**src/rtl/core/i2cm_pkg.sv**
```systemverilog
// Package with shared types and constants for the I2C master transaction engine.
`timescale 1ns / 1ps
`default_nettype none
package i2cm_pkg;
    localparam int BufferDepthDefault = 16;
    localparam int CfgAddrWidth = 3;

    localparam logic [1:0] KIND_TICK  = 2'd0;
    localparam logic [1:0] KIND_LOAD  = 2'd1;
    localparam logic [1:0] KIND_WRITE = 2'd2;
    localparam logic [1:0] KIND_READ  = 2'd3;

    localparam logic [2:0] REG_TARGET_ADDRESS = 3'd0;
    localparam logic [2:0] REG_ACK_WAIT_TICKS = 3'd4;

    localparam logic [1:0] ST_OK       = 2'd0;
    localparam logic [1:0] ST_ADDR_NAK = 2'd1;
    localparam logic [1:0] ST_DATA_NAK = 2'd2;

    typedef enum logic [3:0] {
        PH_IDLE, PH_START, PH_TX, PH_ACK0, PH_ACK1, PH_POLL, PH_ACKEND,
        PH_RX0, PH_RXHI, PH_RXLO, PH_MACK, PH_STOP
    } t_phase;

    typedef struct packed {
        logic [1:0] kind;
        logic [7:0] data_byte;
        logic [4:0] byte_count;
        logic       sda_in;
    } t_req;

    typedef struct packed {
        logic       scl_level;
        logic       sda_level;
        logic       sda_drive;
        logic       busy_res;
        logic       read_valid;
        logic [7:0] read_data;
        logic       done_res;
        logic [1:0] status;
    } t_res;
endpackage
`default_nettype wire

```
**src/rtl/core/i2cm_if.sv**
```systemverilog
// Valid/ready channel interfaces for requests and results.
`timescale 1ns / 1ps
`default_nettype none
interface i2cm_req_if;
    logic valid;
    logic ready;
    i2cm_pkg::t_req payload;
    modport source (output valid, output payload, input ready);
    modport sink (input valid, input payload, output ready);
endinterface

interface i2cm_res_if;
    logic valid;
    logic ready;
    i2cm_pkg::t_res payload;
    modport source (output valid, output payload, input ready);
    modport sink (input valid, input payload, output ready);
endinterface
`default_nettype wire

```
**src/rtl/core/i2c_master_transaction_engine.sv**
```systemverilog
// Top level of the I2C master transaction engine.
`timescale 1ns / 1ps
`default_nettype none
// Each request is one delay tick, a buffer load or a transaction start, and
// gives exactly one result. A request is taken every clock cycle unless the
// result port stalls: a two-entry queue feeds the bus sequencer, which steps
// once per tick request and registers its result. The user must write the
// registers over the APB port only while idle; the block does not enforce it.
module i2c_master_transaction_engine #(
    parameter int BufferDepth = i2cm_pkg::BufferDepthDefault
) (
    input  wire logic                              i_clk,
    input  wire logic                              i_rst_n,
    i2cm_req_if.sink                               i_req,
    i2cm_res_if.source                             o_res,
    input  wire logic                              psel,
    input  wire logic                              penable,
    input  wire logic                              pwrite,
    input  wire logic [i2cm_pkg::CfgAddrWidth-1:0] paddr,
    input  wire logic [31:0]                       pwdata,
    output logic      [31:0]                       prdata,
    output logic                                   pready
);
    import i2cm_pkg::*;

    logic [6:0] r_target_address;
    logic [7:0] r_ack_wait_ticks;
    logic       avail, pop;
    t_req       head;

    assign pready = 1'b1;

    always_ff @(posedge i_clk) begin
        if (!i_rst_n) begin
            r_target_address <= 7'd0;
            r_ack_wait_ticks <= 8'd8;
        end else if (psel && penable && pwrite) begin
            case (paddr)
                REG_TARGET_ADDRESS: r_target_address <= pwdata[6:0];
                REG_ACK_WAIT_TICKS: r_ack_wait_ticks <= pwdata[7:0];
                default: ;
            endcase
        end
    end

    always_comb begin
        case (paddr)
            REG_TARGET_ADDRESS: prdata = {25'd0, r_target_address};
            REG_ACK_WAIT_TICKS: prdata = {24'd0, r_ack_wait_ticks};
            default:            prdata = 32'd0;
        endcase
    end

    i2cm_front u_front (
        .i_clk  (i_clk),
        .i_rst_n(i_rst_n),
        .i_req  (i_req),
        .i_pop  (pop),
        .o_avail(avail),
        .o_head (head)
    );

    i2cm_back #(.BufferDepth(BufferDepth)) u_back (
        .i_clk           (i_clk),
        .i_rst_n         (i_rst_n),
        .i_avail         (avail),
        .i_head          (head),
        .o_pop           (pop),
        .i_target_address(r_target_address),
        .i_ack_wait_ticks(r_ack_wait_ticks),
        .o_res           (o_res)
    );
endmodule
`default_nettype wire

```
**src/rtl/core/i2cm_ram.sv**
```systemverilog
// Generic single-port write, registered-read RAM.
`timescale 1ns / 1ps
`default_nettype none
module i2cm_ram #(
    parameter int Width = 8,
    parameter int Depth = 16,
    parameter int AddrWidth = (Depth > 1) ? $clog2(Depth) : 1
) (
    input  wire logic                 i_clk,
    input  wire logic                 i_we,
    input  wire logic [AddrWidth-1:0] i_waddr,
    input  wire logic [Width-1:0]     i_wdata,
    input  wire logic [AddrWidth-1:0] i_raddr,
    output logic      [Width-1:0]     o_rdata
);
    logic [Width-1:0] r_mem [Depth];

    always_ff @(posedge i_clk) begin
        if (i_we) r_mem[i_waddr] <= i_wdata;
        o_rdata <= r_mem[i_raddr];
    end
endmodule
`default_nettype wire

```
**src/rtl/core/i2cm_front.sv**
```systemverilog
// Front end: accepts requests into a two-entry queue.
`timescale 1ns / 1ps
`default_nettype none
module i2cm_front (
    input  wire logic           i_clk,
    input  wire logic           i_rst_n,
    i2cm_req_if.sink            i_req,
    input  wire logic           i_pop,
    output logic                o_avail,
    output i2cm_pkg::t_req      o_head
);
    import i2cm_pkg::*;

    t_req       r_q [2];
    logic [1:0] r_cnt;
    logic       push;

    assign i_req.ready = (r_cnt != 2'd2);
    assign push = i_req.valid && i_req.ready;
    assign o_avail = (r_cnt != 2'd0);
    assign o_head = r_q[0];

    always_ff @(posedge i_clk) begin
        if (!i_rst_n) begin
            r_cnt <= 2'd0;
        end else begin
            r_cnt <= r_cnt + {1'b0, push} - {1'b0, i_pop};
        end
        if (i_pop) begin
            r_q[0] <= (push && r_cnt == 2'd1) ? i_req.payload : r_q[1];
            if (push && r_cnt == 2'd2) r_q[1] <= i_req.payload;
        end else if (push) begin
            if (r_cnt == 2'd0) r_q[0] <= i_req.payload;
            else r_q[1] <= i_req.payload;
        end
    end
endmodule
`default_nettype wire

```
**src/rtl/core/i2cm_back.sv**
```systemverilog
// Back end: bus sequencer, write buffer and result register.
`timescale 1ns / 1ps
`default_nettype none
module i2cm_back #(
    parameter int BufferDepth = i2cm_pkg::BufferDepthDefault
) (
    input  wire logic           i_clk,
    input  wire logic           i_rst_n,
    input  wire logic           i_avail,
    input  wire i2cm_pkg::t_req i_head,
    output logic                o_pop,
    input  wire logic [6:0]     i_target_address,
    input  wire logic [7:0]     i_ack_wait_ticks,
    i2cm_res_if.source          o_res
);
    import i2cm_pkg::*;

    localparam int AW = (BufferDepth > 1) ? $clog2(BufferDepth) : 1;
    localparam int PW = $clog2(BufferDepth + 1);
    localparam int CW = (PW > 5) ? PW : 5;

    t_phase     r_phase, n_phase;
    logic [1:0] r_sub, n_sub;
    logic [3:0] r_bit, n_bit;
    logic [4:0] r_rem, n_rem;
    logic [7:0] r_shift, n_shift;
    logic [7:0] r_wait, n_wait;
    logic       r_rmode, n_rmode;
    logic [PW-1:0] r_lptr, n_lptr;
    logic [CW-1:0] r_bidx, n_bidx;
    logic       r_sda, n_sda, r_nack, n_nack, r_inaddr, n_inaddr;
    logic [1:0] r_est, n_est;
    logic       r_hscl, n_hscl, r_hsda, n_hsda, r_hdrv, n_hdrv;
    logic       r_ovalid;
    t_res       r_res, n_res;
    logic       busy, go, we;
    logic [7:0] rdata_ram;
    logic [AW-1:0] raddr;
    logic [CW-1:0] cnt_ext;

    assign go = i_avail && (!r_ovalid || o_res.ready);
    assign o_pop = go;
    assign o_res.valid = r_ovalid;
    assign o_res.payload = r_res;
    assign busy = (r_phase != PH_IDLE);
    assign we = go && i_head.kind == KIND_LOAD && !busy && r_lptr < PW'(BufferDepth);
    assign cnt_ext = CW'(i_head.byte_count);

    // The read address follows the next byte index, so the registered read data matches the current byte index.
    assign raddr = AW'(n_bidx);

    i2cm_ram #(.Width(8), .Depth(BufferDepth), .AddrWidth(AW)) u_buf (
        .i_clk  (i_clk),
        .i_we   (we),
        .i_waddr(AW'(r_lptr)),
        .i_wdata(i_head.data_byte),
        .i_raddr(raddr),
        .o_rdata(rdata_ram)
    );

    always_comb begin
        logic scl, drv, rv, dn, bz;
        logic [7:0] rd;
        logic [1:0] st;
        logic [7:0] sh;
        logic [3:0] bc;
        logic [4:0] cnt;
        n_phase = r_phase; n_sub = r_sub; n_bit = r_bit; n_rem = r_rem;
        n_shift = r_shift; n_wait = r_wait; n_rmode = r_rmode; n_lptr = r_lptr;
        n_bidx = r_bidx; n_sda = r_sda; n_nack = r_nack; n_inaddr = r_inaddr;
        n_est = r_est; n_hscl = r_hscl; n_hsda = r_hsda; n_hdrv = r_hdrv;
        scl = r_hscl; drv = r_hdrv; rv = 1'b0; dn = 1'b0; rd = 8'd0; st = ST_OK;
        bz = busy; sh = 8'd0; bc = 4'd0;
        cnt = i_head.byte_count;
        if (go) begin
            case (i_head.kind)
                KIND_LOAD: begin
                    if (we) n_lptr = r_lptr + PW'(1);
                end
                KIND_WRITE, KIND_READ: begin
                    if (!busy) begin
                        n_rmode = (i_head.kind == KIND_READ);
                        if (!n_rmode && cnt_ext > CW'(BufferDepth)) cnt = 5'(BufferDepth);
                        n_rem = cnt; n_bidx = '0; n_lptr = '0; n_inaddr = 1'b1;
                        n_nack = 1'b0; n_est = ST_OK; n_sub = 2'd0; n_phase = PH_START;
                        bz = 1'b1;
                    end
                end
                default: begin
                    if (busy) begin
                        case (r_phase)
                            PH_START: begin
                                drv = 1'b1;
                                if (r_sub == 2'd0) begin
                                    scl = 1'b1; n_sda = 1'b1; n_sub = 2'd1;
                                end else if (r_sub == 2'd1) begin
                                    scl = 1'b1; n_sda = 1'b0; n_sub = 2'd2;
                                end else begin
                                    scl = 1'b0;
                                    n_shift = {i_target_address, r_rmode};
                                    n_bit = 4'd0; n_sub = 2'd0; n_phase = PH_TX;
                                end
                            end
                            PH_TX: begin
                                drv = 1'b1;
                                case (r_sub)
                                    2'd0: begin scl = 1'b0; n_sub = 2'd1; end
                                    2'd1: begin
                                        n_sda = r_shift[7]; scl = 1'b0; n_sub = 2'd2;
                                    end
                                    2'd2: begin scl = 1'b1; n_sub = 2'd3; end
                                    default: begin
                                        scl = 1'b1;
                                        n_shift = {r_shift[6:0], 1'b0};
                                        n_bit = r_bit + 4'd1; n_sub = 2'd0;
                                        if (n_bit >= 4'd8) n_phase = PH_ACK0;
                                    end
                                endcase
                            end
                            PH_ACK0: begin
                                drv = 1'b1; scl = 1'b0; n_phase = PH_ACK1;
                            end
                            PH_ACK1: begin
                                drv = 1'b0; scl = 1'b1; n_wait = i_ack_wait_ticks;
                                if (i_ack_wait_ticks == 8'd0) begin
                                    n_nack = 1'b1; n_phase = PH_ACKEND;
                                end else begin
                                    n_phase = PH_POLL;
                                end
                            end
                            PH_POLL: begin
                                drv = 1'b0; scl = 1'b1;
                                if (!i_head.sda_in) begin
                                    n_nack = 1'b0; n_phase = PH_ACKEND;
                                end else begin
                                    n_wait = r_wait - 8'd1;
                                    if (n_wait == 8'd0) begin
                                        n_nack = 1'b1; n_phase = PH_ACKEND;
                                    end
                                end
                            end
                            PH_ACKEND: begin
                                drv = 1'b0; scl = 1'b0;
                                if (r_nack) begin
                                    n_est = r_inaddr ? ST_ADDR_NAK : ST_DATA_NAK;
                                    n_sub = 2'd0; n_phase = PH_STOP;
                                end else begin
                                    n_inaddr = 1'b0;
                                    if (r_rem == 5'd0) begin
                                        n_est = ST_OK; n_sub = 2'd0; n_phase = PH_STOP;
                                    end else if (r_rmode) begin
                                        n_phase = PH_RX0;
                                    end else begin
                                        n_shift = (r_bidx < CW'(BufferDepth)) ? rdata_ram
                                                                              : 8'd0;
                                        n_bidx = r_bidx + CW'(1);
                                        n_rem = r_rem - 5'd1;
                                        n_bit = 4'd0; n_sub = 2'd0; n_phase = PH_TX;
                                    end
                                end
                            end
                            PH_RX0: begin
                                drv = 1'b0; scl = 1'b0; n_bit = 4'd0; n_phase = PH_RXHI;
                            end
                            PH_RXHI: begin
                                drv = 1'b0; scl = 1'b1;
                                sh = {r_shift[6:0], i_head.sda_in};
                                bc = r_bit + 4'd1;
                                n_shift = sh; n_bit = bc;
                                if (bc >= 4'd8) begin rv = 1'b1; rd = sh; end
                                n_phase = PH_RXLO;
                            end
                            PH_RXLO: begin
                                drv = 1'b0; scl = 1'b0;
                                if (r_bit >= 4'd8) begin
                                    n_sub = 2'd0; n_phase = PH_MACK;
                                end else begin
                                    n_phase = PH_RXHI;
                                end
                            end
                            PH_MACK: begin
                                drv = 1'b1;
                                case (r_sub)
                                    2'd0: begin n_sda = 1'b0; scl = 1'b0; n_sub = 2'd1; end
                                    2'd1: begin
                                        n_sda = (r_rem == 5'd1); scl = 1'b0; n_sub = 2'd2;
                                    end
                                    2'd2: begin scl = 1'b1; n_sub = 2'd3; end
                                    default: begin
                                        scl = 1'b0;
                                        n_rem = r_rem - 5'd1;
                                        n_bidx = r_bidx + CW'(1);
                                        if (n_rem == 5'd0) begin
                                            n_est = ST_OK; n_sub = 2'd0; n_phase = PH_STOP;
                                        end else begin
                                            n_phase = PH_RX0;
                                        end
                                    end
                                endcase
                            end
                            default: begin
                                drv = 1'b1;
                                if (r_sub == 2'd0) begin
                                    scl = 1'b0; n_sda = 1'b0; n_sub = 2'd1;
                                end else if (r_sub == 2'd1) begin
                                    scl = 1'b1; n_sub = 2'd2;
                                end else begin
                                    scl = 1'b1; n_sda = 1'b1; dn = 1'b1; st = r_est;
                                    n_phase = PH_IDLE; n_sub = 2'd0;
                                end
                            end
                        endcase
                        n_hscl = scl; n_hdrv = drv; n_hsda = drv ? n_sda : 1'b0;
                    end
                end
            endcase
        end
        n_res.scl_level = n_hscl;
        n_res.sda_level = n_hsda;
        n_res.sda_drive = n_hdrv;
        n_res.busy_res = bz;
        n_res.read_valid = rv;
        n_res.read_data = rd;
        n_res.done_res = dn;
        n_res.status = st;
    end

    always_ff @(posedge i_clk) begin
        if (!i_rst_n) begin
            r_phase <= PH_IDLE; r_sub <= 2'd0; r_bit <= 4'd0; r_rem <= 5'd0;
            r_shift <= 8'd0; r_wait <= 8'd0; r_rmode <= 1'b0; r_lptr <= '0;
            r_bidx <= '0; r_sda <= 1'b1; r_nack <= 1'b0; r_inaddr <= 1'b0;
            r_est <= ST_OK; r_hscl <= 1'b1; r_hsda <= 1'b1; r_hdrv <= 1'b1;
            r_ovalid <= 1'b0;
        end else begin
            r_phase <= n_phase; r_sub <= n_sub; r_bit <= n_bit; r_rem <= n_rem;
            r_shift <= n_shift; r_wait <= n_wait; r_rmode <= n_rmode; r_lptr <= n_lptr;
            r_bidx <= n_bidx; r_sda <= n_sda; r_nack <= n_nack; r_inaddr <= n_inaddr;
            r_est <= n_est; r_hscl <= n_hscl; r_hsda <= n_hsda; r_hdrv <= n_hdrv;
            if (go) r_ovalid <= 1'b1;
            else if (o_res.ready) r_ovalid <= 1'b0;
        end
        if (go) r_res <= n_res;
    end
endmodule
`default_nettype wire
```
**src/flat_wrapper.sv**
```systemverilog
// flat-port wrapper written by rule: the top's interface ports become plain ports
module i2c_master_transaction_engine_flat import i2cm_pkg::*;
#(
    parameter int BufferDepth = i2cm_pkg::BufferDepthDefault
)
  (i_clk, i_rst_n, psel, penable, pwrite, paddr, pwdata, prdata, pready, i_req_valid, i_req_payload, i_req_ready, o_res_valid, o_res_payload, o_res_ready);
  i2cm_req_if i_req_i ();
  i2cm_res_if o_res_i ();
  input  wire logic i_clk;
  input  wire logic i_rst_n;
  input  wire logic psel;
  input  wire logic penable;
  input  wire logic pwrite;
  input  wire logic [i2cm_pkg::CfgAddrWidth-1:0] paddr;
  input  wire logic [31:0] pwdata;
  output logic      [31:0] prdata;
  output logic pready;
  input wire logic [$bits(i_req_i.valid)-1:0] i_req_valid;
  input wire logic [$bits(i_req_i.payload)-1:0] i_req_payload;
  output wire logic [$bits(i_req_i.ready)-1:0] i_req_ready;
  output wire logic [$bits(o_res_i.valid)-1:0] o_res_valid;
  output wire logic [$bits(o_res_i.payload)-1:0] o_res_payload;
  input wire logic [$bits(o_res_i.ready)-1:0] o_res_ready;
  assign i_req_i.valid = i_req_valid;
  assign i_req_i.payload = i_req_payload;
  assign i_req_ready = i_req_i.ready;
  assign o_res_valid = o_res_i.valid;
  assign o_res_payload = o_res_i.payload;
  assign o_res_i.ready = o_res_ready;
  i2c_master_transaction_engine #(.BufferDepth(BufferDepth)) u_core (.i_clk(i_clk), .i_rst_n(i_rst_n), .i_req(i_req_i), .o_res(o_res_i), .psel(psel), .penable(penable), .pwrite(pwrite), .paddr(paddr), .pwdata(pwdata), .prdata(prdata), .pready(pready));
endmodule
```
**config.mk**
```make
export PLATFORM = sky130hd
export DESIGN_NAME = i2c_master_transaction_engine_flat
export DESIGN_NICKNAME = d
export VERILOG_FILES = /design/src/rtl/core/i2cm_pkg.sv /design/src/rtl/core/i2cm_if.sv /design/src/rtl/core/i2c_master_transaction_engine.sv /design/src/rtl/core/i2cm_ram.sv /design/src/rtl/core/i2cm_front.sv /design/src/rtl/core/i2cm_back.sv /design/src/flat_wrapper.sv
export SDC_FILE = /design/constraint.sdc
export NUM_CORES = 1
export LEC_CHECK = 0
export ABC_AREA = 0
export BUFFER_PORTS_ARGS = -buffer_cell sky130_fd_sc_hd__buf_2
export CORE_MARGIN = 2
export CORE_UTILIZATION = 50
export CTS_BUF_LIST = sky130_fd_sc_hd__clkbuf_8
export CTS_CLUSTER_DIAMETER = 50
export DETAILED_ROUTE_END_ITERATION = 10
export PLACE_DENSITY = 0.69
export SETUP_SLACK_MARGIN = 0.05
export SYNTH_ARGS = -nofsm -noshare
export SYNTH_HDL_FRONTEND = slang
export SYNTH_HIERARCHICAL = 1
export SYNTH_SLANG_ARGS = --single-unit
export TNS_END_PERCENT = 5
```
**constraint.sdc**
```tcl
create_clock -name i_clk -period 4.1 [get_ports i_clk]
set_input_delay 0.41 -clock i_clk [delete_from_list [all_inputs] [get_ports i_clk]]
set_output_delay 0.41 -clock i_clk [all_outputs]
set_load 0.02 [all_outputs]
```
-- Yosys cells after proc, flatten, opt, wreduce, memory -nomap -nowiden
Memories as Yosys holds them, arrays and structs flattened. A register that Yosys moved wholly into a read port is not among the register bits.
Index checks and enable logic that the tools add are counted.
- $add $sub $neg: 7
- order comparisons: 5
- eq/ne operators: 48
- muxes and demuxes: 140
- bitwise operators: 7
- reductions and logical operators: 60
- operators with widths (cell ; count):
    4-bit two-way mux ; 19
    5-bit two-way mux ; 15
    16-bit two-way mux ; 4
    8-bit two-way mux ; 8
    1-bit two-way mux ; 54
    5-bit one-hot mux with 2 select lines ; 5
    4-bit one-hot mux with 10 select lines ; 1
    3-bit by 2-bit != test with 1-bit output (second input constant) ; 11
    2-bit two-way mux ; 16
    8-bit one-hot mux with 2 select lines ; 2
    8-bit one-hot mux with 4 select lines ; 1
    16-bit OR reduction ; 2
    11-bit by 1-bit != test with 1-bit output (second input constant) ; 2
    4-bit one-hot mux with 5 select lines ; 1
    10-bit AND reduction ; 2
    2-bit != test (second input constant) ; 9
    4-bit by 3-bit equality test with 1-bit output (second input constant) ; 4
    8-bit logical NOT ; 2
    8-bit AND reduction ; 2
    15-bit OR reduction ; 1
    4-bit equality test (second input constant) ; 3
    2-bit one-hot mux with 2 select lines ; 3
    2-bit one-hot mux with 3 select lines ; 2
    12-bit AND reduction ; 1
    50 further kinds ; 97
- register bits after elaboration: 84
- RAM bits: 160
- input bits: 58
- output and inout bits: 51
- word-level logic and storage cells: 298
- memories: 2
- memory list (name ; words ; bits a word ; rd ports ; clocked after memory_dff ; write ports ; line ; RTL):
    u_core.u_back.u_buf.r_mem ; 16 ; 8 ; 1 ; 1 ; 1 ; i2cm_ram.sv:16 ; logic [Width-1:0] r_mem [Depth];
    u_core.u_front.r_q ; 2 ; 16 ; 2 ; 0 ; 1 ; i2cm_front.sv:14 ; t_req r_q [2];

-- Longest topological paths before layout
Gate-level depths: netlist of the first run.
- word-level depth: 10
- depth in mapped cells: 14
- gate-level depth less buffers: 11

-- By module
The synthesis of the first run kept the hierarchy.
- by module, submodules not included (module ; instances ; cells each ; area an instance (um^2) ; sequential area each (um^2)):
    i2cm_ram ; 1 ; 229 ; 5147.4 ; 4003.8
    i2cm_back ; 1 ; 556 ; 4488.1 ; 1501.4
    i2cm_front ; 1 ; 84 ; 1482.7 ; 1001.0
    i2c_master_transaction_engine ; 1 ; 107 ; 918.4 ; 300.3

-- Worst setup path after synthesis of the first run
Ideal clock, no wire load.
- path kind: input-to-reg
- from: input port o_res_ready
- to: memory u_core/u_front/r_q[0][10] (netlist name), data pin
- library setup time: 260 ps
- data arrival time: 2745 ps
- data required time: 3840 ps
- setup slack: 1095 ps
- stages: 8
- buffers on the path: 2
- cells stage by stage: nand2b_1 nand2_1 clkinv_1 and3b_1 a31o_1 buf_6 buf_12 mux2_4
- longest elaborated chain between the ends: 7
- elaborated cells between the ends (all ways): 12
- those cells by class: mux: 8; bitwise: 1; reduce/logical: 3
- RTL lines (element ; line ; RTL):
    start: declaration ; flat_wrapper.sv:23 ; input wire logic [$bits(o_res_i.ready)-1:0] o_res_ready;
    1-bit logical OR (*) ; i2cm_back.sv:41 ; assign go = i_avail && (!r_ovalid || o_res.ready);
    1-bit logical AND (*) ; i2cm_back.sv:41 ;
    net u_core.pop ; i2c_master_transaction_engine.sv:28 ; logic avail, pop;
    1-bit two-way mux ; i2cm_front.sv:29 ; if (i_pop) begin
    1-bit two-way mux (on tied branches) ; i2cm_front.sv:31, i2cm_front.sv:34 ;
    1-bit OR (no line) ; - ;
    16-bit OR reduction (no line) ; - ;
    16-bit two-way mux (no line) (*) ; - ;
    end: declaration ; i2cm_front.sv:14 ;
The timed path passes the listed nets; every way through them passes the cells marked *.

-- Worst setup path in the final report of the first run
- from: register u_core.u_back.r_phase[0]
- to: register u_core.u_back.u_buf.o_rdata[2] (read register of u_core.u_back.u_buf.r_mem)
- elaborated cells between the ends (all ways): 8
- those cells by class: eq/ne: 2; mux: 5; reduce/logical: 1
- RTL lines (element ; line ; RTL):
    start: declaration ; i2cm_back.sv:22 ; t_phase r_phase, n_phase;
    start signal: assignment ; i2cm_back.sv:236 ; r_phase <= n_phase; r_sub <= n_sub; r_bit <= n_bit; r_rem <= n_rem;
    4-bit nonzero test (*) ; i2cm_back.sv:45 ; assign busy = (r_phase != PH_IDLE);
    net u_core.u_back.busy ; i2cm_back.sv:36 ; logic busy, go, we;
    5-bit two-way mux (on tied branches) ; i2cm_back.sv:90, i2cm_back.sv:81 ;
    5-bit one-hot mux with 2 select lines (*) ; i2cm_back.sv:76 ; case (i_head.kind)
    4-bit two-way mux (*) ; i2cm_back.sv:75 ; if (go) begin
    net u_core.u_back.n_bidx[0] ; i2cm_back.sv:30 ; logic [CW-1:0] r_bidx, n_bidx;
    end: declaration ; i2cm_ram.sv:14 ; output logic [Width-1:0] o_rdata
The timed path passes the listed nets; every way through them passes the cells marked *. The select of a mux whose other input is x is not followed.
A chain may end at the register's enable or synchronous reset.

==> flow_summary_export.csv, run 1 <==
group,metric,value,unit
min_path,min_from,"i_req_payload[9]",
timing,tns,0,ns
route,wirelength,25.16,mm
cells_and_area,final_util,0.5627,
synth,synth_adder_area_share,0.02287,
timing,finalSetupViolations,0,
clock_tree,cts_hold_buf,1,
clock_tree,path_clk_slew,0.06,ns
synth,synth_top_area_share,0.4391,
grt,gr-total-overflow,0,
synth,syn_inst,976,
grt,top_usage_layer,"met2",
synth,ys_ff_latch,252,
synth,async_reset_ff_frac,0,
run,maxCapViolations,0,
timing,hold_violations,0,
synth,synth-edff-count,176,
power_and_ir_drop,power.density,544.2,mW/mm²
synth,synth_compound_area_frac,0.1078,
route,ant_nets,0,
floorplanning,core_area,0.02354,mm²
clock_tree,clk_latency,0.56,ns
grt,grt_max_degree,37,
grt,use_met3,0.03673,
critical_path,setup.worst_path.start_class,"register",
synth,synth_mux_area_frac,0.1064,
cells_and_area,fill_cells,1981,
floorplanning,dieWidth,159.2,µm
grt,grtUsageMet1,0.2706,
timing,worst_pin_slew,1.185,ns
power_and_ir_drop,ir_worst_vdd,0.0004634,V
grt,grt_pass1_wl,39.49,mm
place,place_congestion,0.8983,
timing,layout_setup_ws,0.6011,ns
route,viasPerCell,5.733,
clock_tree,cts_root_buf,"clkbuf_8",
critical_path,timing.reg2reg.setup_slack,0.60,ns
critical_path,worst-path-max-fanout,33,
min_path,min_to,"u_core/u_front/r_q[0][25]",
timing,drv_slew,0,
floorplanning,die_h,159.2,µm
timing,slew_headroom,0.2092,
cells_and_area,area_delta_synth_final,10.06,%
floorplanning,dieArea,0.02533,mm²
floorplanning,rows,56,
run_status,status,"finished, final reports clean",
place,dpl_cell_area,0.01238,mm²
clock_tree,h-tree-depth,2,
clock_tree,cts_made_buffers,41,
floorplanning,ios,109,
synth,synthSimpleGateAreaFrac,0.1310,
synth,ys.flop_type,"edfxtp_1",
cells_and_area,postLayoutCellArea,0.01325,mm²
cells_and_area,drive_gt1_frac,0.1776,
critical_path,r2r-start,"u_core/u_back/r_phase[0]",
synth,yosys_warnings,6,
synth,synth_cell_types,89,
synth,yosysTopAreaCell,"edfxtp_1",
min_path,hold_path.class,"primary input to register",
critical_path,crit_type,"register to register",
critical_path,setup.worst_path.end_class,"register",
place,portBuffers,59,
timing,layout_min_cycle_time,3.499,ns
clock_tree,cts_tree,"built",
place,dp.cells,1305,
floorplanning,start_util,0.5113,
synth,avgSynthCellArea,12.33,µm²
power_and_ir_drop,finalPower,7.210,mW
cells_and_area,diodes,0,
grt,grt_antenna_before_repair,0,
clock_tree,cts_setup_buffers,0,
route,drc,0,
route,dr.first_iter.drc_count,805,
timing,fmax,285.8,MHz
synth,synth_top_family_by_area,"simple AND/OR/NAND/NOR gates",
cells_and_area,fin_cells,1383,
power_and_ir_drop,leakagePower,4.752,nW
grt,use_met2,0.3105,
critical_path,cp.arrival,3.91,ns
route,dr.pass1.iters,5,
clock_tree,cts.sinks,252,
timing,skew,0.03455,ns
route,wl_per_cell,18.19,µm
route,vias,7929,
timing,post-route-period-util,0.8534,
clock_tree,cts_resized,0,
critical_path,rr_worst_depth,11,
cells_and_area,final_nets,1111,
clock_tree,clockBufferDepth,3,
grt,grt.total_usage,0.1946,
critical_path,r2r_end,"u_core/u_back/u_buf/o_rdata[2]",
timing,rsz0062_at_grt,"no",
grt,grt_pass1_vias,7418,
place,dp_hpwl,17.00,mm
synth,synth-xor-area-share,0.006549,
critical_path,worstPathRequired,4.51,ns
place,dpl_worst_slack,0.6563,ns
min_path,hold_depth,1,
timing,holdWs,0.04333,ns
synth,synth_area_leaders,"edfxtp_1 (44%), dfxtp_1 (13%), mux4_2 (3.4%)",
synth,synth-seq-area-share,0.5655,
synth,netlist_area,0.01204,mm²
## cell families after synthesis
| kind of cell | Yosys count |
|---|---|
| AND/OR/NAND/NOR | 305 |
| flip-flops | 252 |
| AO/OA/AOI/OAI | 189 |
| buffers and inverters | 120 |
| multiplexers | 77 |
| adder cells (fa/ha/maj) | 22 |
| XOR/XNOR | 9 |
| other | 2 |
## critical path: stages, from the launching register on
cell and delay (ns):
dfxtp_1 0.76, nor2_2 0.19, nand2_2 0.18, inv_2 0.12
nand4b_4 0.30, nor2_1 0.24, nor2_1 0.09, a31oi_4 0.17
buf_12 0.27, mux4_1 0.60, a22oi_1 0.32, nand2_1 0.09
## flip-flops by register name (all words and copies together), names as in the netlist
| name | count |
|---|---|
| u_core/r_ack_wait_ticks | 8 |
| u_core/r_target_address | 7 |
| u_core/u_back/o_res.payload | 16 |
| u_core/u_back/o_res.valid | 1 |
| u_core/u_back/r_bidx | 5 |
| u_core/u_back/r_bit | 4 |
| u_core/u_back/r_est | 2 |
| u_core/u_back/r_hdrv | 1 |
| u_core/u_back/r_hscl | 1 |
| u_core/u_back/r_hsda | 1 |
| u_core/u_back/r_inaddr | 1 |
| u_core/u_back/r_lptr | 5 |
| u_core/u_back/r_nack | 1 |
| u_core/u_back/r_phase | 4 |
| u_core/u_back/r_rem | 5 |
| u_core/u_back/r_rmode | 1 |
| u_core/u_back/r_sda | 1 |
| u_core/u_back/r_shift | 8 |
| u_core/u_back/r_sub | 2 |
| u_core/u_back/r_wait | 8 |
| u_core/u_back/u_buf/o_rdata | 8 |
| u_core/u_back/u_buf/r_mem | 128 |
| u_core/u_front/r_cnt | 2 |
| u_core/u_front/r_q | 32 |
## where the power goes
part | internal, mW | leakage (nW) | switching, mW
clock network | 1.20 | 0.492 | 0.981
logic | 0.542 | 2.04 | 0.938
registers | 3.23 | 2.22 | 0.322
## how the worst max path moves through the flow
| stage | start | endpoint | slack, ns | cells after the start |
|---|---|---|---|---|
| final | u_core/u_back/r_phase[0] | u_core/u_back/u_buf/o_rdata[2] | 0.60 | 11 |
| after detailed placement | u_core/u_back/r_rem[0] | u_core/u_back/u_buf/o_rdata[5] | 0.66 | 10 |
| after CTS | u_core/u_back/r_rem[0] | u_core/u_back/u_buf/o_rdata[5] | 0.63 | 10 |
| after global routing | u_core/u_back/r_rem[1] | u_core/u_back/u_buf/o_rdata[3] | 0.40 | 10 |
| after floorplan | o_res_ready | u_core/u_front/r_q[0][10] | 1.10 | 8 |
| after global placement | u_core/u_back/r_rem[0] | u_core/u_back/u_buf/o_rdata[3] | 0.72 | 10 |
## cells in the final DEF (no fill, tap or decap), types with 9 or more instances in the layout
cell type / count
mux2i_1: 29
buf_4: 17
ha_1: 22
mux4_1: 14
edfxtp_1: 176
and2_1: 19
nor2b_1: 10
mux4_2: 18
nand3_1: 25
clkbuf_8: 44
conb_1: 25
nor2_1: 79
nor3_1: 20
buf_2: 59
a211oi_1: 15
a22oi_1: 21
o21ai_0: 34
nand2b_1: 10
dfxtp_1: 76
a221oi_1: 13
a31oi_1: 10
nand2_1: 79
a21o_1: 9
mux2_4: 10
inv_1: 44
a21oi_1: 43
## cells in the mapped netlist, drive strengths merged (4+ instances only)
master and count:
nand2b 10, and2 19, o21ai 36, nor3 21
nor3b 4, and3 4, nand4 5, nand4b 5
o21bai 4, inv 29, a221oi 13, or2 4
buf 66, o31ai 4, mux2i 29, a211oi 16
nand3 25, ha 22, xor2 5, a31oi 12
nand2 80, nand3b 5, nor4 7, nor2 82
mux4 32, mux2 16, clkbuf 21, xnor2 4
a22oi 21, nor2b 10, or3 5, a21o 10
or4 8, a21oi 44, dfxtp 76, edfxtp 176
## area by class of cell
type                    count  area, µm²  area share
flip-flops and latches    252       6807      0.5138
multi-input cells         627       4618      0.3486
clock buffers              44      605.6     0.04571
repair buffers             79      462.9     0.03495
well taps                 319      399.1     0.03013
clock inverters            32      242.7     0.01832
inverters                  30      112.6    0.008500
## metal layers
metal	wire (µm)	up-vias
met1	11350	3856
met5	0	-
met4	509	0
met2	11730	296
met3	1567	39
li1	-	3738
(Power assumes the default switching activity.)
==> inputs of run 2 (changes only) <==
- BUFFER_PORTS_ARGS: -buffer_cell sky130_fd_sc_hd__buf_2 -> -buffer_cell sky130_fd_sc_hd__buf_4
- TNS_END_PERCENT: 5 -> default
==> flow_summary_export.csv, run 2 (synthesis results as in run 1) <==
group,metric,value,unit
run_status,status,"finished, final reports clean",
timing,slew_headroom,0.2353,
timing,hold_violations,0,
timing,skew,0.02759,ns
route,dr.pass1.iters,5,
clock_tree,cts_tree,"built",
place,dpl_worst_slack,0.7195,ns
clock_tree,path_clk_slew,0.07,ns
floorplanning,dieWidth,159.2,µm
grt,grt_max_degree,48,
floorplanning,ios,109,
cells_and_area,final_nets,1114,
cells_and_area,layout_commonest_cell,"edfxtp_1",
critical_path,timing.reg2reg.setup_slack,0.65,ns
timing,drv_slew,0,
place,portBuffers,59,
grt,grt_pass1_wl,40.19,mm
grt,grt.total_usage,0.1973,
cells_and_area,area_delta_synth_final,11.14,%
floorplanning,dieArea,0.02533,mm²
route,wl_per_cell,18.19,µm
clock_tree,cts_root_buf,"clkbuf_8",
route,viasPerCell,5.694,
timing,layout_min_cycle_time,3.446,ns
critical_path,worst-path-max-fanout,33,
route,drc,0,
critical_path,critPathTopFamily,"compound AO/OA/AOI/OAI gates",
critical_path,path_cells,"inv_1 -> ha_1 -> or4b_1 -> a21oi_2 -> o31ai_1 -> a31oi_4 -> buf_12 -> mux4_1 -> a22oi_1 -> nand2_1",
grt,grt_antenna_before_repair,0,
place,place_congestion,0.8644,
run,maxCapViolations,0,
clock_tree,cts_made_buffers,43,
critical_path,setup.worst_path.end_class,"register",
cells_and_area,final_util,0.5682,
timing,layout_setup_ws,0.6536,ns
route,vias,7875,
cells_and_area,mostFrequentLayoutCells,"edfxtp_1 (176), buf_4 (79), nor2_1 (79), nand2_1 (79), dfxtp_1 (76)",
critical_path,cp.arrival,3.88,ns
clock_tree,clk_latency,0.55,ns
floorplanning,rows,56,
min_path,hold_path.class,"primary input to register",
timing,tns,0,ns
route,dr.first_iter.drc_count,742,
cells_and_area,diodes,0,
timing,holdWs,0.04840,ns
timing,worst_pin_slew,1.146,ns
critical_path,setup.worst_path.start_class,"register",
clock_tree,cts_setup_buffers,0,
clock_tree,cts_resized,0,
timing,rsz0062_at_grt,"no",
power_and_ir_drop,power.density,540.6,mW/mm²
critical_path,worstPathRequired,4.53,ns
clock_tree,cts.sinks,252,
critical_path,slowest_delay,0.62,ns
clock_tree,h-tree-depth,2,
cells_and_area,largest_reg_flops,128,
power_and_ir_drop,leakagePower,4.771,nW
critical_path,crit_path_top_delay_cell,"mux4_1",
clock_tree,cts_hold_buf,0,
timing,finalSetupViolations,0,
critical_path,cp.buffers_inverters,2,
power_and_ir_drop,ir_worst_vdd,0.0003776,V
grt,gr-total-overflow,0,
cells_and_area,drive_gt1_frac,0.1814,
timing,post-route-period-util,0.8406,
cells_and_area,largest-register,"u_core/u_back/u_buf/r_mem",
critical_path,crit_type,"register to register",
timing,fmax,290.2,MHz
cells_and_area,fill_cells,1950,
route,ant_nets,0,
grt,grt_pass1_vias,7566,
clock_tree,clockBufferDepth,3,
floorplanning,die_h,159.2,µm
floorplanning,core_area,0.02354,mm²
route,wirelength,25.15,mm
floorplanning,start_util,0.5113,
place,dp_hpwl,17.10,mm
## run 2: cell count changes in the layout (fill, tap and decap cells not counted), sizes merged
cell	change
bufinv	-1
buf	+3
clkbuf	+2
dlygate4sd3	-2
clkinv	-1
inv	-3
clkinvlp	+2
## run 2: cell type report
class                           instances  area, µm²  area share
Clock buffer                           46      633.1     0.04733
Tap cell                              319      399.1     0.02984
Clock inverter                         29      195.2     0.01459
Multi-Input combinational cell        627       4618      0.3452
Sequential cell                       252       6807      0.5088
Timing Repair Buffer                   80      613.1     0.04583
Inverter                               30      112.6    0.008418
## run 2: routing by layer
layer	vias to the layer above	global-route usage	part of all wire
li1	3750	-	-
met2	269	0.3107	0.46
met5	-	0	0
met1	3805	0.2749	0.45
met3	51	0.04246	0.065
met4	0	0.06405	0.024
## run 2: per-stage QoR
stage,std cells,area [µm²],power [mW]
after CTS,1383,13380,7.277
after detailed placement,1308,12550,5.103
final,1383,13380,7.232
after global placement,1308,12550,5.063
after global routing,1383,13380,7.594
after floorplan,999,12120,4.675
## run 2: final timing paths
kind | startpoint | endpoint | cells past startpoint
min reg2reg | u_core/u_back/r_est[1] | u_core/u_back/r_est[1] | 2
max reg2reg | u_core/u_back/r_rem[0] | u_core/u_back/u_buf/o_rdata[2] | 10
max | u_core/u_back/r_rem[0] | u_core/u_back/u_buf/o_rdata[2] | 10
min | i_req_payload[13] | u_core/u_front/r_q[0][29] | 1
## run 2: report_power, final
part | total [mW] | internal [mW] | switching, mW | leakage [nW]
Clock | 2.16 | 1.17 | 0.992 | 0.462
Sequential | 3.53 | 3.23 | 0.301 | 2.22
Combinational | 1.54 | 0.590 | 0.955 | 2.09
Total | 7.23 | 4.99 | 2.25 | 4.77
==> inputs of run 3 (changes only) <==
- PLACE_DENSITY: 0.69 -> 0.72
- clock period: 4.1 -> 3.1 ns (I/O delays scaled with it)
==> flow_summary_export.csv, run 3 (synthesis results as in run 1) <==
group,metric,value,unit
run_status,status,"finished, final reports clean",
timing,tns,0,ns
grt,grt_pass1_vias,7937,
clock_tree,h-tree-depth,2,
cells_and_area,largest-register,"u_core/u_back/u_buf/r_mem",
power_and_ir_drop,ir_worst_vdd,0.0005908,V
timing,layout_min_cycle_time,2.990,ns
route,dr.pass1.iters,5,
floorplanning,dieArea,0.02533,mm²
power_and_ir_drop,switchingPower,3.055,mW
power_and_ir_drop,p_seq_frac,0.482,
power_and_ir_drop,clkPwrFrac,0.287,
grt,gr-total-overflow,0,
critical_path,worst-path-max-fanout,14,
run,maxCapViolations,0,
timing,post-route-period-util,0.9644,
floorplanning,ios,109,
timing,finalSetupViolations,0,
power_and_ir_drop,leakagePower,5.072,nW
timing,drv_slew,0,
critical_path,setup.worst_path.start_class,"register",
floorplanning,rows,56,
cells_and_area,drive_gt1_frac,0.2228,
timing,fmax,334.5,MHz
route,viasPerCell,5.672,
timing,hold_violations,0,
place,portBuffers,59,
clock_tree,path_clk_slew,0.06,ns
critical_path,worstPathRequired,3.52,ns
power_and_ir_drop,power.density,692.7,mW/mm²
timing,skew,0.03675,ns
timing,worst_pin_slew,1.006,ns
grt,grt_pass1_wl,41.66,mm
route,ant_nets,0,
power_and_ir_drop,finalPower,9.684,mW
clock_tree,cts_tree,"built",
route,drc,0,
cells_and_area,largest_reg_flops,128,
power_and_ir_drop,internal_power,6.629,mW
cells_and_area,layout_commonest_cell,"edfxtp_1",
critical_path,setup.worst_path.end_class,"register",
power_and_ir_drop,combPwrFrac,0.231,
route,wirelength,26.40,mm
floorplanning,dieWidth,159.2,µm
place,place_congestion,0.9002,
cells_and_area,area_delta_synth_final,16.14,%
clock_tree,cts_made_buffers,43,
timing,rsz0062_at_grt,"yes",
route,wl_per_cell,18.32,µm
clock_tree,clk_latency,0.56,ns
floorplanning,core_area,0.02354,mm²
grt,grt_max_degree,39,
route,dr.first_iter.drc_count,748,
clock_tree,cts.sinks,252,
clock_tree,cts_root_buf,"clkbuf_8",
clock_tree,clockBufferDepth,3,
grt,grt_antenna_before_repair,0,
power_and_ir_drop,swShare,0.3155,
cells_and_area,diodes,0,
grt,grt.total_usage,0.2048,
floorplanning,start_util,0.5113,
place,dp_hpwl,17.26,mm
critical_path,cp.arrival,3.41,ns
floorplanning,die_h,159.2,µm
min_path,hold_path.class,"primary input to register",
timing,slew_headroom,0.3287,
critical_path,crit_type,"register to register",
route,vias,8174,
cells_and_area,final_nets,1174,
cells_and_area,mostFrequentLayoutCells,"edfxtp_1 (176), buf_4 (117), nand2_1 (79)",
[run 3: cell types whose count changed in the layout (fill, tap and decap cells not counted), sizes merged]
cell / delta
bufinv: -1
dlygate4sd3: +18
clkinvlp: +1
clkinv: -2
buf: +41
clkbuf: +1
[run 3: critical path: stages (launching register included)]
cell	delay [ns]
dfxtp_1	0.32
inv_1	0.10
ha_1	0.17
or4b_4	0.50
a21oi_4	0.16
o31ai_2	0.12
a31oi_4	0.25
buf_4	0.18
buf_16	0.17
mux4_1	0.60
a22oi_2	0.20
nand2_1	0.07
[run 3: final timing paths]
check                                            start                             end  slack (ns)  depth (start not counted)
worst max-delay path            u_core/u_back/r_rem[1]  u_core/u_back/u_buf/o_rdata[1]        0.11                         11
worst min-delay path                         pwdata[1]      u_core/r_target_address[1]        0.03                          3
worst max register to register  u_core/u_back/r_rem[1]  u_core/u_back/u_buf/o_rdata[1]        0.11                         11
worst min register to register  u_core/u_back/r_est[1]          u_core/u_back/r_est[1]        0.46                          2
[run 3: timing repair]
| action | 4_1_cts | 5_1_grt |
|---|---|---|
| gates cloned | 1 | 1 |
| gates resized for setup | 2 | 14 |
| endpoints found under the setup margin | 4 | 8 |
| hold endpoints to repair | 19 | 0 |
| hold buffers | 18 | 0 |
| buffers inserted | 0 | 4 |
| pin swaps | 1 | 3 |
[run 3: final cells by class]
| class | instances | area (µm²) |
|---|---|---|
| clock buffers | 46 | 633.1 |
| well taps | 319 | 399.1 |
| inverters | 30 | 112.6 |
| fillers | 1890 | 9563 |
| repair buffers | 140 | 1171 |
| multi-input cells | 627 | 4690 |
| flip-flops and latches | 252 | 6807 |
| clock inverters | 27 | 167.7 |
[run 3: routing by layer]
layer / GRT usage / vias up / routed length, µm
met4: 0.06281 / 0 / 426
met1: 0.2829 / 3962 / 11500
met2: 0.3328 / 310 / 12610
met3: 0.03621 / 38 / 1862
met5: 0 / - / 0
li1: - / 3864 / -
[run 3: power groups by stage]
stage                     clock network (mW)  logic [mW]  registers (mW)
after global routing                    2.99        2.43            4.73
final                                   2.78        2.24            4.66
after global placement                     0        2.10            4.70
after CTS                               2.87        2.17            4.67
after detailed placement                   0        2.14            4.73
after floorplan                            0        1.66            4.52
[run 3: metrics by stage]
step / cell area, µm² / setup WS, ns / utilization / cells / hold slack [ns]
after CTS: 13870 / 0.06305 / 0.5891 / 1436 / 0.001653
after global routing: 13980 / -0.01032 / 0.5938 / 1441 / 0.02452
final: 13980 / 0.1103 / 0.5938 / 1441 / 0.03245
after global placement: 12840 / 0.09121 / 0.5456 / 1344 / 0.4379
after floorplan: 12120 / 0.1159 / - / 999 / 0.4089
after detailed placement: 12840 / 0.02475 / 0.5456 / 1344 / 0.4581
